`config.mk`:
```
export PLATFORM = sky130hd
export DESIGN_NAME = vehicle_startup_sequencer_core_flat
export DESIGN_NICKNAME = d
export VERILOG_FILES = /design/src/rtl/core/vss_pkg.sv /design/src/rtl/core/vss_in_if.sv /design/src/rtl/core/vss_out_if.sv /design/src/rtl/core/vss_ctrl.sv /design/src/rtl/core/vehicle_startup_sequencer_core.sv /design/src/flat_wrapper.sv
export SDC_FILE = /design/constraint.sdc
export NUM_CORES = 1
export LEC_CHECK = 0
export BUFFER_PORTS_ARGS = -buffer_cell sky130_fd_sc_hd__buf_2
export CAP_MARGIN = 30
export CORE_MARGIN = 3
export CORE_UTILIZATION = 52
export CTS_CLUSTER_SIZE = 30
export DETAILED_ROUTE_END_ITERATION = 7
export PLACE_DENSITY_LB_ADDON = 0.15
export SLEW_MARGIN = 20
export SYNTH_ARGS = -nofsm -noshare
export SYNTH_HDL_FRONTEND = slang
export SYNTH_SLANG_ARGS = --single-unit
```
`constraint.sdc`:
```
create_clock -name clk -period 2.28 [get_ports clk]
set_input_delay 0.228 -clock clk [delete_from_list [all_inputs] [get_ports clk]]
set_output_delay 0.228 -clock clk [all_outputs]
set_load 0.03 [all_outputs]
```
`src/rtl/core/vss_pkg.sv`:
```
package vss_pkg;

  // Time base: one item per 10 ms tick
  localparam int unsigned TickMs = 10;

  // Elapsed time only matters against 16-bit limits, so the counter saturates
  // one bit above them
  localparam int unsigned ElapsedWidth = 17;
  localparam logic [ElapsedWidth-1:0] ElapsedMax = '1;
  localparam logic [ElapsedWidth-1:0] ElapsedSatLimit = ElapsedMax - ElapsedWidth'(TickMs);

  // Configuration register indexes
  localparam logic CfgBootTimeout = 1'b0;
  localparam logic CfgSpeakerTime = 1'b1;

  localparam logic [15:0] BootTimeoutReset = 16'd5000;
  localparam logic [15:0] SpeakerTimeReset = 16'd2000;

  // Dashboard status codes
  localparam logic [2:0] DashLogo     = 3'd0;
  localparam logic [2:0] DashSelect   = 3'd1;
  localparam logic [2:0] DashAck      = 3'd2;
  localparam logic [2:0] DashHv       = 3'd3;
  localparam logic [2:0] DashMotors   = 3'd4;
  localparam logic [2:0] DashShutdown = 3'd5;

  // Accumulator status codes
  localparam logic [1:0] PackIdle    = 2'd0;
  localparam logic [1:0] PackRunning = 2'd1;
  localparam logic [1:0] PackError   = 2'd2;

  // Motor status codes
  localparam logic [1:0] DriveRunning = 2'd1;
  localparam logic [1:0] DriveError   = 2'd2;

  // Sequencer states; error is held internally and reported as zero
  typedef enum logic [3:0] {
    SEQ_START_DASH      = 4'd0,
    SEQ_WAIT_DRIVER     = 4'd1,
    SEQ_WAIT_HV         = 4'd2,
    SEQ_STARTING_HV     = 4'd3,
    SEQ_WAIT_MOTOR      = 4'd4,
    SEQ_STARTING_MOTORS = 4'd5,
    SEQ_READY           = 4'd6,
    SEQ_RUNNING         = 4'd7,
    SEQ_SHUTDOWN        = 4'd8,
    SEQ_ERROR           = 4'd9
  } seq_state_t;

  typedef struct packed {
    logic              dash_valid;
    logic [2:0]        dash_state;
    logic [3:0]        dash_profile;
    logic [1:0]        pack_state;
    logic [1:0]        drive_state;
    logic              brake_pressed;
    logic signed [15:0] torque_in;
  } item_t;

  typedef struct packed {
    logic [3:0]        seq_state;
    logic              pack_enable;
    logic              motor_enable;
    logic              speaker_on;
    logic signed [15:0] torque_out;
    logic              profile_write;
    logic [3:0]        profile_out;
    logic              boot_timeout_alert;
    logic              in_error;
  } result_t;

  typedef struct packed {
    logic [15:0] boot_timeout_ms;
    logic [15:0] speaker_time_ms;
  } cfg_t;

endpackage

```
`src/rtl/core/vss_in_if.sv`:
```
interface vss_in_if;
  logic              valid;
  logic              ready;
  logic              dash_valid;
  logic [2:0]        dash_state;
  logic [3:0]        dash_profile;
  logic [1:0]        pack_state;
  logic [1:0]        drive_state;
  logic              brake_pressed;
  logic signed [15:0] torque_in;

  modport source (
    output valid, dash_valid, dash_state, dash_profile, pack_state, drive_state,
           brake_pressed, torque_in,
    input  ready
  );

  modport sink (
    input  valid, dash_valid, dash_state, dash_profile, pack_state, drive_state,
           brake_pressed, torque_in,
    output ready
  );
endinterface

```
`src/rtl/core/vss_out_if.sv`:
```
interface vss_out_if;
  logic              valid;
  logic              ready;
  logic [3:0]        seq_state;
  logic              pack_enable;
  logic              motor_enable;
  logic              speaker_on;
  logic signed [15:0] torque_out;
  logic              profile_write;
  logic [3:0]        profile_out;
  logic              boot_timeout_alert;
  logic              in_error;

  modport source (
    output valid, seq_state, pack_enable, motor_enable, speaker_on, torque_out,
           profile_write, profile_out, boot_timeout_alert, in_error,
    input  ready
  );

  modport sink (
    input  valid, seq_state, pack_enable, motor_enable, speaker_on, torque_out,
           profile_write, profile_out, boot_timeout_alert, in_error,
    output ready
  );
endinterface

```
`src/rtl/core/vss_ctrl.sv`:
```
// Start-up state machine, tick timer and boot alert. Result is combinational
// from the current item and state; state moves when advance is high.
module vss_ctrl (
  input  logic             clk,
  input  logic             rst,
  input  vss_pkg::item_t   item,
  input  logic             advance,
  input  vss_pkg::cfg_t    cfg,
  output vss_pkg::result_t result
);

  vss_pkg::seq_state_t seq_reg;
  vss_pkg::seq_state_t seq_next;
  logic [vss_pkg::ElapsedWidth-1:0] elapsed_ms;
  logic [vss_pkg::ElapsedWidth-1:0] elapsed_ms_next;
  logic boot_alert_latch;
  logic alert_set;
  logic dv;

  assign dv = item.dash_valid;

  // Next state
  always_comb begin
    seq_next = seq_reg;
    case (seq_reg)
      vss_pkg::SEQ_START_DASH: begin
        if (dv && (item.dash_state inside {vss_pkg::DashLogo, vss_pkg::DashSelect}))
          seq_next = vss_pkg::SEQ_WAIT_DRIVER;
      end
      vss_pkg::SEQ_WAIT_DRIVER: begin
        if (dv && item.dash_state == vss_pkg::DashAck) seq_next = vss_pkg::SEQ_WAIT_HV;
      end
      vss_pkg::SEQ_WAIT_HV: begin
        if (dv && item.dash_state == vss_pkg::DashHv) seq_next = vss_pkg::SEQ_STARTING_HV;
      end
      vss_pkg::SEQ_STARTING_HV: begin
        if (item.pack_state == vss_pkg::PackRunning) seq_next = vss_pkg::SEQ_WAIT_MOTOR;
        else if (item.pack_state == vss_pkg::PackError) seq_next = vss_pkg::SEQ_ERROR;
      end
      vss_pkg::SEQ_WAIT_MOTOR: begin
        if (dv && item.dash_state == vss_pkg::DashMotors)
          seq_next = vss_pkg::SEQ_STARTING_MOTORS;
      end
      vss_pkg::SEQ_STARTING_MOTORS: begin
        if (item.drive_state == vss_pkg::DriveRunning) seq_next = vss_pkg::SEQ_READY;
        else if (item.drive_state == vss_pkg::DriveError) seq_next = vss_pkg::SEQ_ERROR;
      end
      vss_pkg::SEQ_READY: begin
        if (item.brake_pressed) seq_next = vss_pkg::SEQ_RUNNING;
      end
      vss_pkg::SEQ_RUNNING: begin
        // dashboard shutdown wins over a fault in the same tick
        if (dv && item.dash_state == vss_pkg::DashShutdown)
          seq_next = vss_pkg::SEQ_SHUTDOWN;
        else if (item.pack_state == vss_pkg::PackError ||
                 item.drive_state == vss_pkg::DriveError)
          seq_next = vss_pkg::SEQ_ERROR;
      end
      vss_pkg::SEQ_SHUTDOWN: begin
        if (item.pack_state == vss_pkg::PackIdle) seq_next = vss_pkg::SEQ_START_DASH;
      end
      default: begin
        // error: only a dashboard shutdown leaves it
        if (dv && item.dash_state == vss_pkg::DashShutdown)
          seq_next = vss_pkg::SEQ_SHUTDOWN;
      end
    endcase
  end

  // Outputs of the state held at the start of the tick; the reported state code and error flag come from the next state
  always_comb begin
    result = '0;
    alert_set = 1'b0;
    case (seq_reg)
      vss_pkg::SEQ_START_DASH: begin
        alert_set = (seq_next == vss_pkg::SEQ_START_DASH) &&
                    (elapsed_ms > {1'b0, cfg.boot_timeout_ms});
      end
      vss_pkg::SEQ_WAIT_DRIVER: begin
        if (seq_next == vss_pkg::SEQ_WAIT_HV) begin
          result.profile_write = 1'b1;
          result.profile_out   = item.dash_profile;
        end
      end
      vss_pkg::SEQ_STARTING_HV, vss_pkg::SEQ_WAIT_MOTOR: begin
        result.pack_enable = 1'b1;
      end
      vss_pkg::SEQ_STARTING_MOTORS, vss_pkg::SEQ_READY: begin
        result.pack_enable  = 1'b1;
        result.motor_enable = 1'b1;
      end
      vss_pkg::SEQ_RUNNING: begin
        result.pack_enable  = 1'b1;
        result.motor_enable = 1'b1;
        result.speaker_on   = elapsed_ms < {1'b0, cfg.speaker_time_ms};
        result.torque_out   = item.torque_in;
      end
      default: begin
        result.pack_enable = 1'b0;
      end
    endcase
    result.in_error           = (seq_next == vss_pkg::SEQ_ERROR);
    result.seq_state          = result.in_error ? 4'd0 : seq_next;
    result.boot_timeout_alert = boot_alert_latch | alert_set;
  end

  // Tick timer: clears on a state change, otherwise counts up by TickMs and saturates
  always_comb begin
    if (seq_next != seq_reg) elapsed_ms_next = '0;
    else if (elapsed_ms > vss_pkg::ElapsedSatLimit) elapsed_ms_next = vss_pkg::ElapsedMax;
    else elapsed_ms_next = elapsed_ms + vss_pkg::ElapsedWidth'(vss_pkg::TickMs);
  end

  always_ff @(posedge clk) begin
    if (rst) begin
      seq_reg          <= vss_pkg::SEQ_START_DASH;
      elapsed_ms       <= '0;
      boot_alert_latch <= 1'b0;
    end else if (advance) begin
      seq_reg          <= seq_next;
      elapsed_ms       <= elapsed_ms_next;
      boot_alert_latch <= boot_alert_latch | alert_set;
    end
  end

  // Alert is sticky until reset
  a_alert_sticky: assert property (@(posedge clk) disable iff (rst)
    boot_alert_latch |=> boot_alert_latch)
    else $error("boot alert cleared without reset");

  // A state change restarts the timer
  a_timer_clear: assert property (@(posedge clk) disable iff (rst)
    (advance && seq_next != seq_reg) |=> elapsed_ms == '0)
    else $error("timer not cleared on state change");

  // Nothing moves without an item
  a_hold_idle: assert property (@(posedge clk) disable iff (rst)
    !advance |=> ($stable(seq_reg) && $stable(elapsed_ms)))
    else $error("sequencer state moved without an item");

endmodule

```
`src/rtl/core/vehicle_startup_sequencer_core.sv`:
```
// Vehicle start-up sequencer. Feed one item per 10 ms tick on in_ch; each item
// gives exactly one result on out_ch. The block takes one item every clock
// cycle when out_ch keeps up; an item is held in the input register, and its
// result is captured in the result register, which drives out_ch (one input
// register, one result register); the per-tick state update is a loop
// through the state and timer registers. When out_ch stalls, one item waits
// in the input register and in_ch stalls after that. Register 0 sets the
// dashboard boot timeout, register 1 the speaker time, both in ms; write them
// only while no item is in flight.
module vehicle_startup_sequencer_core (
  input  logic        clk,
  input  logic        rst,
  vss_in_if.sink      in_ch,
  vss_out_if.source   out_ch,
  input  logic        cfg_we,
  input  logic        cfg_index,
  input  logic [15:0] cfg_data
);

  vss_pkg::cfg_t    cfg;
  vss_pkg::item_t   s1_item;
  logic             s1_valid;
  vss_pkg::result_t result;
  vss_pkg::result_t out_data;
  logic             out_valid;
  logic             out_free;
  logic             advance;
  logic             in_xfer;

  // Configuration registers
  always_ff @(posedge clk) begin
    if (rst) begin
      cfg.boot_timeout_ms <= vss_pkg::BootTimeoutReset;
      cfg.speaker_time_ms <= vss_pkg::SpeakerTimeReset;
    end else if (cfg_we) begin
      case (cfg_index)
        vss_pkg::CfgBootTimeout: cfg.boot_timeout_ms <= cfg_data;
        vss_pkg::CfgSpeakerTime: cfg.speaker_time_ms <= cfg_data;
        default: cfg.boot_timeout_ms <= cfg.boot_timeout_ms;
      endcase
    end
  end

  // Handshake
  assign out_free    = !out_valid || out_ch.ready;
  assign advance     = s1_valid && out_free;
  assign in_ch.ready = !s1_valid || out_free;
  assign in_xfer     = in_ch.valid && in_ch.ready;

  // Input register
  always_ff @(posedge clk) begin
    if (rst) s1_valid <= 1'b0;
    else if (in_xfer) s1_valid <= 1'b1;
    else if (out_free) s1_valid <= 1'b0;
  end

  always_ff @(posedge clk) begin
    if (in_xfer) begin
      s1_item.dash_valid    <= in_ch.dash_valid;
      s1_item.dash_state    <= in_ch.dash_state;
      s1_item.dash_profile  <= in_ch.dash_profile;
      s1_item.pack_state    <= in_ch.pack_state;
      s1_item.drive_state   <= in_ch.drive_state;
      s1_item.brake_pressed <= in_ch.brake_pressed;
      s1_item.torque_in     <= in_ch.torque_in;
    end
  end

  vss_ctrl u_ctrl (
    .clk     (clk),
    .rst     (rst),
    .item    (s1_item),
    .advance (advance),
    .cfg     (cfg),
    .result  (result)
  );

  // Result register
  always_ff @(posedge clk) begin
    if (rst) out_valid <= 1'b0;
    else if (advance) out_valid <= 1'b1;
    else if (out_ch.ready) out_valid <= 1'b0;
  end

  always_ff @(posedge clk) begin
    if (advance) out_data <= result;
  end

  assign out_ch.valid              = out_valid;
  assign out_ch.seq_state          = out_data.seq_state;
  assign out_ch.pack_enable        = out_data.pack_enable;
  assign out_ch.motor_enable       = out_data.motor_enable;
  assign out_ch.speaker_on         = out_data.speaker_on;
  assign out_ch.torque_out         = out_data.torque_out;
  assign out_ch.profile_write      = out_data.profile_write;
  assign out_ch.profile_out        = out_data.profile_out;
  assign out_ch.boot_timeout_alert = out_data.boot_timeout_alert;
  assign out_ch.in_error           = out_data.in_error;

  // Profile strobe only on the step into wait-HV
  a_profile_state: assert property (@(posedge clk) disable iff (rst)
    (out_valid && out_data.profile_write) |-> out_data.seq_state == vss_pkg::SEQ_WAIT_HV)
    else $error("profile strobe outside selection ack");

  // Error reports state zero
  a_error_code: assert property (@(posedge clk) disable iff (rst)
    (out_valid && out_data.in_error) |-> out_data.seq_state == 4'd0)
    else $error("error state not reported as zero");

  // Torque passes only with both enables on
  a_torque_gate: assert property (@(posedge clk) disable iff (rst)
    (out_valid && out_data.torque_out != 16'sd0) |->
      (out_data.pack_enable && out_data.motor_enable))
    else $error("torque passed while drive not enabled");

endmodule
```
`src/flat_wrapper.sv`:
```
// flat-port wrapper written by rule: the top's interface ports become plain ports
module vehicle_startup_sequencer_core_flat 
  (clk, rst, cfg_we, cfg_index, cfg_data, in_ch_valid, in_ch_dash_valid, in_ch_dash_state, in_ch_dash_profile, in_ch_pack_state, in_ch_drive_state, in_ch_brake_pressed, in_ch_torque_in, in_ch_ready, out_ch_valid, out_ch_seq_state, out_ch_pack_enable, out_ch_motor_enable, out_ch_speaker_on, out_ch_torque_out, out_ch_profile_write, out_ch_profile_out, out_ch_boot_timeout_alert, out_ch_in_error, out_ch_ready);
  vss_in_if in_ch_i ();
  vss_out_if out_ch_i ();
  input  logic clk;
  input  logic rst;
  input  logic cfg_we;
  input  logic cfg_index;
  input  logic [15:0] cfg_data;
  input wire logic [$bits(in_ch_i.valid)-1:0] in_ch_valid;
  input wire logic [$bits(in_ch_i.dash_valid)-1:0] in_ch_dash_valid;
  input wire logic [$bits(in_ch_i.dash_state)-1:0] in_ch_dash_state;
  input wire logic [$bits(in_ch_i.dash_profile)-1:0] in_ch_dash_profile;
  input wire logic [$bits(in_ch_i.pack_state)-1:0] in_ch_pack_state;
  input wire logic [$bits(in_ch_i.drive_state)-1:0] in_ch_drive_state;
  input wire logic [$bits(in_ch_i.brake_pressed)-1:0] in_ch_brake_pressed;
  input wire logic [$bits(in_ch_i.torque_in)-1:0] in_ch_torque_in;
  output wire logic [$bits(in_ch_i.ready)-1:0] in_ch_ready;
  output wire logic [$bits(out_ch_i.valid)-1:0] out_ch_valid;
  output wire logic [$bits(out_ch_i.seq_state)-1:0] out_ch_seq_state;
  output wire logic [$bits(out_ch_i.pack_enable)-1:0] out_ch_pack_enable;
  output wire logic [$bits(out_ch_i.motor_enable)-1:0] out_ch_motor_enable;
  output wire logic [$bits(out_ch_i.speaker_on)-1:0] out_ch_speaker_on;
  output wire logic [$bits(out_ch_i.torque_out)-1:0] out_ch_torque_out;
  output wire logic [$bits(out_ch_i.profile_write)-1:0] out_ch_profile_write;
  output wire logic [$bits(out_ch_i.profile_out)-1:0] out_ch_profile_out;
  output wire logic [$bits(out_ch_i.boot_timeout_alert)-1:0] out_ch_boot_timeout_alert;
  output wire logic [$bits(out_ch_i.in_error)-1:0] out_ch_in_error;
  input wire logic [$bits(out_ch_i.ready)-1:0] out_ch_ready;
  assign in_ch_i.valid = in_ch_valid;
  assign in_ch_i.dash_valid = in_ch_dash_valid;
  assign in_ch_i.dash_state = in_ch_dash_state;
  assign in_ch_i.dash_profile = in_ch_dash_profile;
  assign in_ch_i.pack_state = in_ch_pack_state;
  assign in_ch_i.drive_state = in_ch_drive_state;
  assign in_ch_i.brake_pressed = in_ch_brake_pressed;
  assign in_ch_i.torque_in = in_ch_torque_in;
  assign in_ch_ready = in_ch_i.ready;
  assign out_ch_valid = out_ch_i.valid;
  assign out_ch_seq_state = out_ch_i.seq_state;
  assign out_ch_pack_enable = out_ch_i.pack_enable;
  assign out_ch_motor_enable = out_ch_i.motor_enable;
  assign out_ch_speaker_on = out_ch_i.speaker_on;
  assign out_ch_torque_out = out_ch_i.torque_out;
  assign out_ch_profile_write = out_ch_i.profile_write;
  assign out_ch_profile_out = out_ch_i.profile_out;
  assign out_ch_boot_timeout_alert = out_ch_i.boot_timeout_alert;
  assign out_ch_in_error = out_ch_i.in_error;
  assign out_ch_i.ready = out_ch_ready;
  vehicle_startup_sequencer_core u_core (.clk(clk), .rst(rst), .in_ch(in_ch_i), .out_ch(out_ch_i), .cfg_we(cfg_we), .cfg_index(cfg_index), .cfg_data(cfg_data));
endmodule
```
Yosys cells after proc, flatten, opt, wreduce, memory -nomap -nowiden
Index checks and enable logic that the tools add are counted.

Multiplexer cells: 24. Order comparisons: 3. Add/sub/neg operators: 1. Reduce and logical (&&, ||, !) cells: 25. Bitwise logic cells: 2. Eq/ne operators: 20.

Operators by type and width (count): $mux W4 (13); $pmux W4 S9 (1); $mux W17 (2); $add A17 B4 Y17 const B (1); $gt A17 B16 Y1 (1); $gt A17 B17 Y1 const B (1); $lt A17 B16 Y1 (1); $eq A4 B3 Y1 const B (4); $eq A4 B2 Y1 const B (3); $eq A4 B4 Y1 const B (2); $logic_and A1 B1 Y1 (8); $logic_not A4 Y1 (2); $mux W1 (7); $eq A3 B2 Y1 const B (2); $eq A3 B3 Y1 const B (2); $reduce_and A2 Y1 (3); $reduce_bool A2 Y1 (3); $mux W5 (1); $reduce_or A5 Y1 (1); $eq A2 B1 Y1 const B (2); $eq A2 B2 Y1 const B (2); $eq A4 B1 Y1 const B (1); $ne A4 B4 Y1 (1); $eq A3 B1 Y1 const B (1); 7 further kinds (10).

Bits in registers: 115. Input bits: 51. Output and inout port bits: 32. Word-level logic and storage cells: 98.

Longest topological paths before layout
Word-level depth: 9. Depth in mapped cells: 9. Gate-level depth less buffers: 8.

Cells and area by module
From an unflattened synthesis, not the netlist that was laid out.

Cells, all modules: 537. Area, all modules: 5745.5 µm².

By module, submodules not included: vehicle_startup_sequencer_core (cells an instance 197, times used 1, area each 3176.8 µm², seq. area each 2452.4 µm²); vss_ctrl (cells an instance 340, times used 1, area each 2568.7 µm², seq. area each 440.4 µm²).

Least setup slack after synthesis
No wires, ideal clock.

Kind: flip-flop to flip-flop. From: register u_core.out_valid, in the netlist u_core.out_ch.valid. To: register u_core.out_data, in the netlist u_core.out_ch.boot_timeout_alert (enable). Cell stages (with the launch flop): 6. Arrival: 1.989 ns. Path buffers: 2. Setup time: 0.406 ns. Clock period less this slack: 2.395 ns. Data required time: 1.874 ns. Path slack: -0.115 ns. Cell sequence: dfxtp_1 > nand2b_1 > nand2_1 > clkbuf_1 > inv_1 > buf_1.

Word-level cells in the longest chain between the ends: 3.

RTL lines: start: declaration (line vehicle_startup_sequencer_core.sv:25) `logic out_valid;`; start signal: assignment (line vehicle_startup_sequencer_core.sv:80) `if (rst) out_valid <= 1'b0;`; start signal: assignment (line vehicle_startup_sequencer_core.sv:81) `else if (advance) out_valid <= 1'b1;`; start signal: assignment (line vehicle_startup_sequencer_core.sv:82) `else if (out_ch.ready) out_valid <= 1'b0;`; $logic_not A1 Y1 (line vehicle_startup_sequencer_core.sv:45) `assign out_free = !out_valid || out_ch.ready;`; $logic_or A1 B1 Y1 (line vehicle_startup_sequencer_core.sv:45); $logic_and A1 B1 Y1 (line vehicle_startup_sequencer_core.sv:46) `assign advance = s1_valid && out_free;`; named net u_core.advance (line vehicle_startup_sequencer_core.sv:27) `logic advance;`; end signal: assignment (line vehicle_startup_sequencer_core.sv:86) `if (advance) out_data <= result;`; end: declaration (line vehicle_startup_sequencer_core.sv:24) `vss_pkg::result_t out_data;`.

The timed path passes the listed nets, and every way through them passes these cells. A chain may end at the register's enable or synchronous reset.

Final worst setup path
From: register u_core.u_ctrl.seq_reg[0]. To: register u_core.u_ctrl.elapsed_ms[12] (netlist bit).

Word-level cells in the longest chain between the ends: 5. Elaborated cells between the ends (all ways): 25. Classes of those cells: eq/ne: 9; mux: 15; reduce/logical: 1.

RTL lines: start: declaration (line vss_ctrl.sv:12) `vss_pkg::seq_state_t seq_reg;`; start signal: assignment (line vss_ctrl.sv:116) `seq_reg <= vss_pkg::SEQ_START_DASH;`; start signal: assignment (line vss_ctrl.sv:120) `seq_reg <= seq_next;`; $mux W4 (on tied branches) (line vss_ctrl.sv:55, vss_ctrl.sv:38, vss_ctrl.sv:46); $mux W4 (on tied branches) (line vss_ctrl.sv:53, vss_ctrl.sv:37, vss_ctrl.sv:45); $pmux W4 S9 (line vss_ctrl.sv:25) `case (seq_reg)`; $ne A4 B4 Y1 * (line vss_ctrl.sv:109) `if (seq_next != seq_reg) elapsed_ms_next = '0;`; $mux W17 * (line vss_ctrl.sv:109); end signal: assignment (line vss_ctrl.sv:121) `elapsed_ms <= elapsed_ms_next;`; end: declaration (line vss_ctrl.sv:14) `logic [vss_pkg::ElapsedWidth-1:0] elapsed_ms;`.

Mark *: on every way between the ends. The rest lies on a longest branch, timed or not.

==> results_dict.tcl <==
set metrics [dict create \
    largest_register_ffs 32 \
    wl_um 13000 \
    startpoint_type "flip-flop" \
    dp_hpwl_um 9010 \
    async_flop_share_pct 0 \
    peakVddDrop_mv 0.498 \
    tritoncts "done" \
    io_buffer_count 82 \
    ff_latch_area_um2 2890 \
    hold_depth 2 \
    ant_nets 0 \
    period_share_pct 95.5 \
    min_period_ns 2.18 \
    grt_overflow 0 \
    die_h_um 109 \
    cts_sinks 115 \
    slew_violations 0 \
    powerDensity_nw_per_um2 749 \
    drt_iter0_drc 332 \
    clk_pin_slew_worst_paths_ns 0.06 \
    stdcell_area_um2 7280 \
    endpoint_kind "flip-flop" \
    yosysMostFrequentCell "nand2_1" \
    status "complete, no violations" \
    timing.final.hold_violations 0 \
    max-cap-violations 0 \
    dpl_cell_area_um2 6220 \
    clock_latency_ns 0.52 \
    core_um2 10400 \
    fin_worst_skew_ns 0.00690 \
    yosys-top-cells-count "nand2_1 (80), edfxtp_1 (59), dfxtp_1 (56)" \
    critPathMaxFanout 10 \
    multi_input_area_um2 2380 \
    tns_ns 0 \
    synth_fp_nets 643 \
    final_util_pct 70.2 \
    dpl.cell_count 777 \
    wl_per_cell_um 15.1 \
    rsz0062_at_grt "false" \
    die_area_um2 12000 \
    routed_via_density 5.34 \
    yosys-top-cells-area "edfxtp_1 (32%), dfxtp_1 (20%), ha_1 (7.4%), nand2_1 (5.4%), a21oi_1 (3.9%)" \
    drc_errors 0 \
    area_growth_pct 30.9 \
    yosysUniqueCellTypes 62 \
    p_leak_uw 0.00316 \
    synth_top_flop_cell "edfxtp_1" \
    synth_area_leader_cell "edfxtp_1" \
    num_vias 4586 \
    num_antenna_cells 0 \
    fmax_mhz 459 \
    grt_pass1_wl_um 21400 \
    dieWidth_um 109 \
    root_buffer "clkbuf_8" \
    slew_headroom_pct 59.2 \
    hold_path_class "in -> reg" \
    ys_warn_count 0 \
    synthCells 559 \
    htreeDepth 4 \
    ys_ff_latch 115 \
    cp.arrival_ns 2.59 \
    regMostFlops "u_core.cfg" \
    synth.avg_cell_area_um2 9.95 \
    grt_pass1_vias 4477 \
    final-instance-count-excl-fill 858 \
    initial_core_util_pct 53.6 \
    ios 83 \
    synth_seq_area_share_pct 52.0 \
    nFillCells 798 \
    tightest_slew_ns 0.612 \
    gp_congestion 0.944 \
    critPathRequiredTime_ns 2.69 \
    synth_top_area_share_pct 31.8 \
    worstRegToRegCells 7 \
    grt_use_total_pct 23.1 \
    row_count 37 \
    reg_top3 "u_core.cfg: 32 flops, u_core.s1_item: 29 flops, u_core.u_ctrl.elapsed_ms: 17 flops" \
    synth_edf_count 59 \
    firstDrtPassIters 5 \
    finalSetupViolCount 0 \
    worst-setup-path-type "reg -> reg" \
    numCtsBuffers 17 \
    grt_max_degree 38 \
    synth.cell_area_um2 5560 \
    drive_above_1_share_pct 21.1 \
    fin_nets 793 \
    clock_path_buffers 2 \
    antenna_found_initial 0 \
]
area by class of cell:
class                           count  area share [%]
Sequential cell                   115            39.7
Multi-Input combinational cell    373            32.7
Timing Repair Buffer              158            15.1
Clock buffer                       18            5.74
Tap cell                          136            2.34
Inverter                           44            2.27
Clock inverter                     14            2.13
where the power goes:
| group | switching (uW) | internal, uW | total [uW] |
|---|---|---|---|
| Combinational | 331 | 251 | 582 |
| Sequential | 58.2 | 2280 | 2340 |
| Clock | 972 | 1560 | 2540 |
final timing paths:
kind	start	to	slack, ns
worst max register to register	u_core.u_ctrl.seq_reg[0]	u_core.u_ctrl.elapsed_ms[12]	0.10
worst max-delay path	u_core.u_ctrl.seq_reg[0]	u_core.u_ctrl.elapsed_ms[12]	0.10
worst min-delay path	rst	u_core.u_ctrl.seq_reg[3]	0.02
worst min register to register	u_core.cfg[0]	u_core.cfg[0]	0.45
critical path: stages (launching register included):
cell and delay [ns]:
dfxtp_1 0.36, buf_4 0.19, or4b_2 0.67, a21boi_0 0.24, a211oi_2 0.10, nor3b_1 0.17
buf_4 0.15, a22o_1 0.19
per-stage QoR:
step	setup WS [ns]	power, uW	hold slack [ns]
floorplan	0.232	2700	0.327
global placement	0.156	2870	0.404
detailed placement	0.0961	2890	0.406
CTS	0.0513	5490	0.00215
global route	0.0180	5680	0.0376
finish	0.102	5460	0.0242
cell usage in the layout, fill, tap and decap left out, types with 4 or more instances in the layout:
cell type	instances
a22o_1	4
xnor2_1	4
a21o_1	5
clkinvlp_4	5
ha_1	33
dfxtp_1	55
a211o_1	6
a21oi_1	43
nor2_1	32
nand2b_1	9
xor2_1	4
nand2_1	80
buf_2	82
and3_1	18
and2_1	11
nor4_1	6
edfxtp_1	59
inv_1	44
nor2b_1	6
nand3_1	8
buf_4	30
o21ai_0	13
nand3b_1	11
dlygate4sd3_1	46
clkbuf_16	16
nor3_1	6
nand4_1	12
a211oi_1	8
layer usage:
| layer | share of wire, % | routed length [um] | global-route usage, % | vias to the layer above |
|---|---|---|---|---|
| met5 | 0 | 0 | 0 | - |
| met4 | 2.1 | 272 | 11.2 | 0 |
| met3 | 6.3 | 821 | 5.28 | 24 |
| met2 | 45 | 5850 | 35.4 | 166 |
| met1 | 47 | 6040 | 30.9 | 2093 |
| li1 | - | - | - | 2303 |
cells by family after synthesis:
logic type	Yosys count	synth area share, %
AND/OR/NAND/NOR	220	20.5
flip-flops	115	52.0
AO/OA/AOI/OAI	110	13.2
buffers and inverters	71	5.17
adder cells (fa/ha/maj)	33	7.42
XOR/XNOR	8	1.26
multiplexers	2	0.360
timing repair:
action                                  in CTS  in global routing
buffers inserted                             0                  3
hold buffers                                46                  0
endpoints found under the setup margin       0                 13
gates resized for setup                      0                  2
endpoints found under the hold margin       62                  0
(Power assumes the default switching activity.)
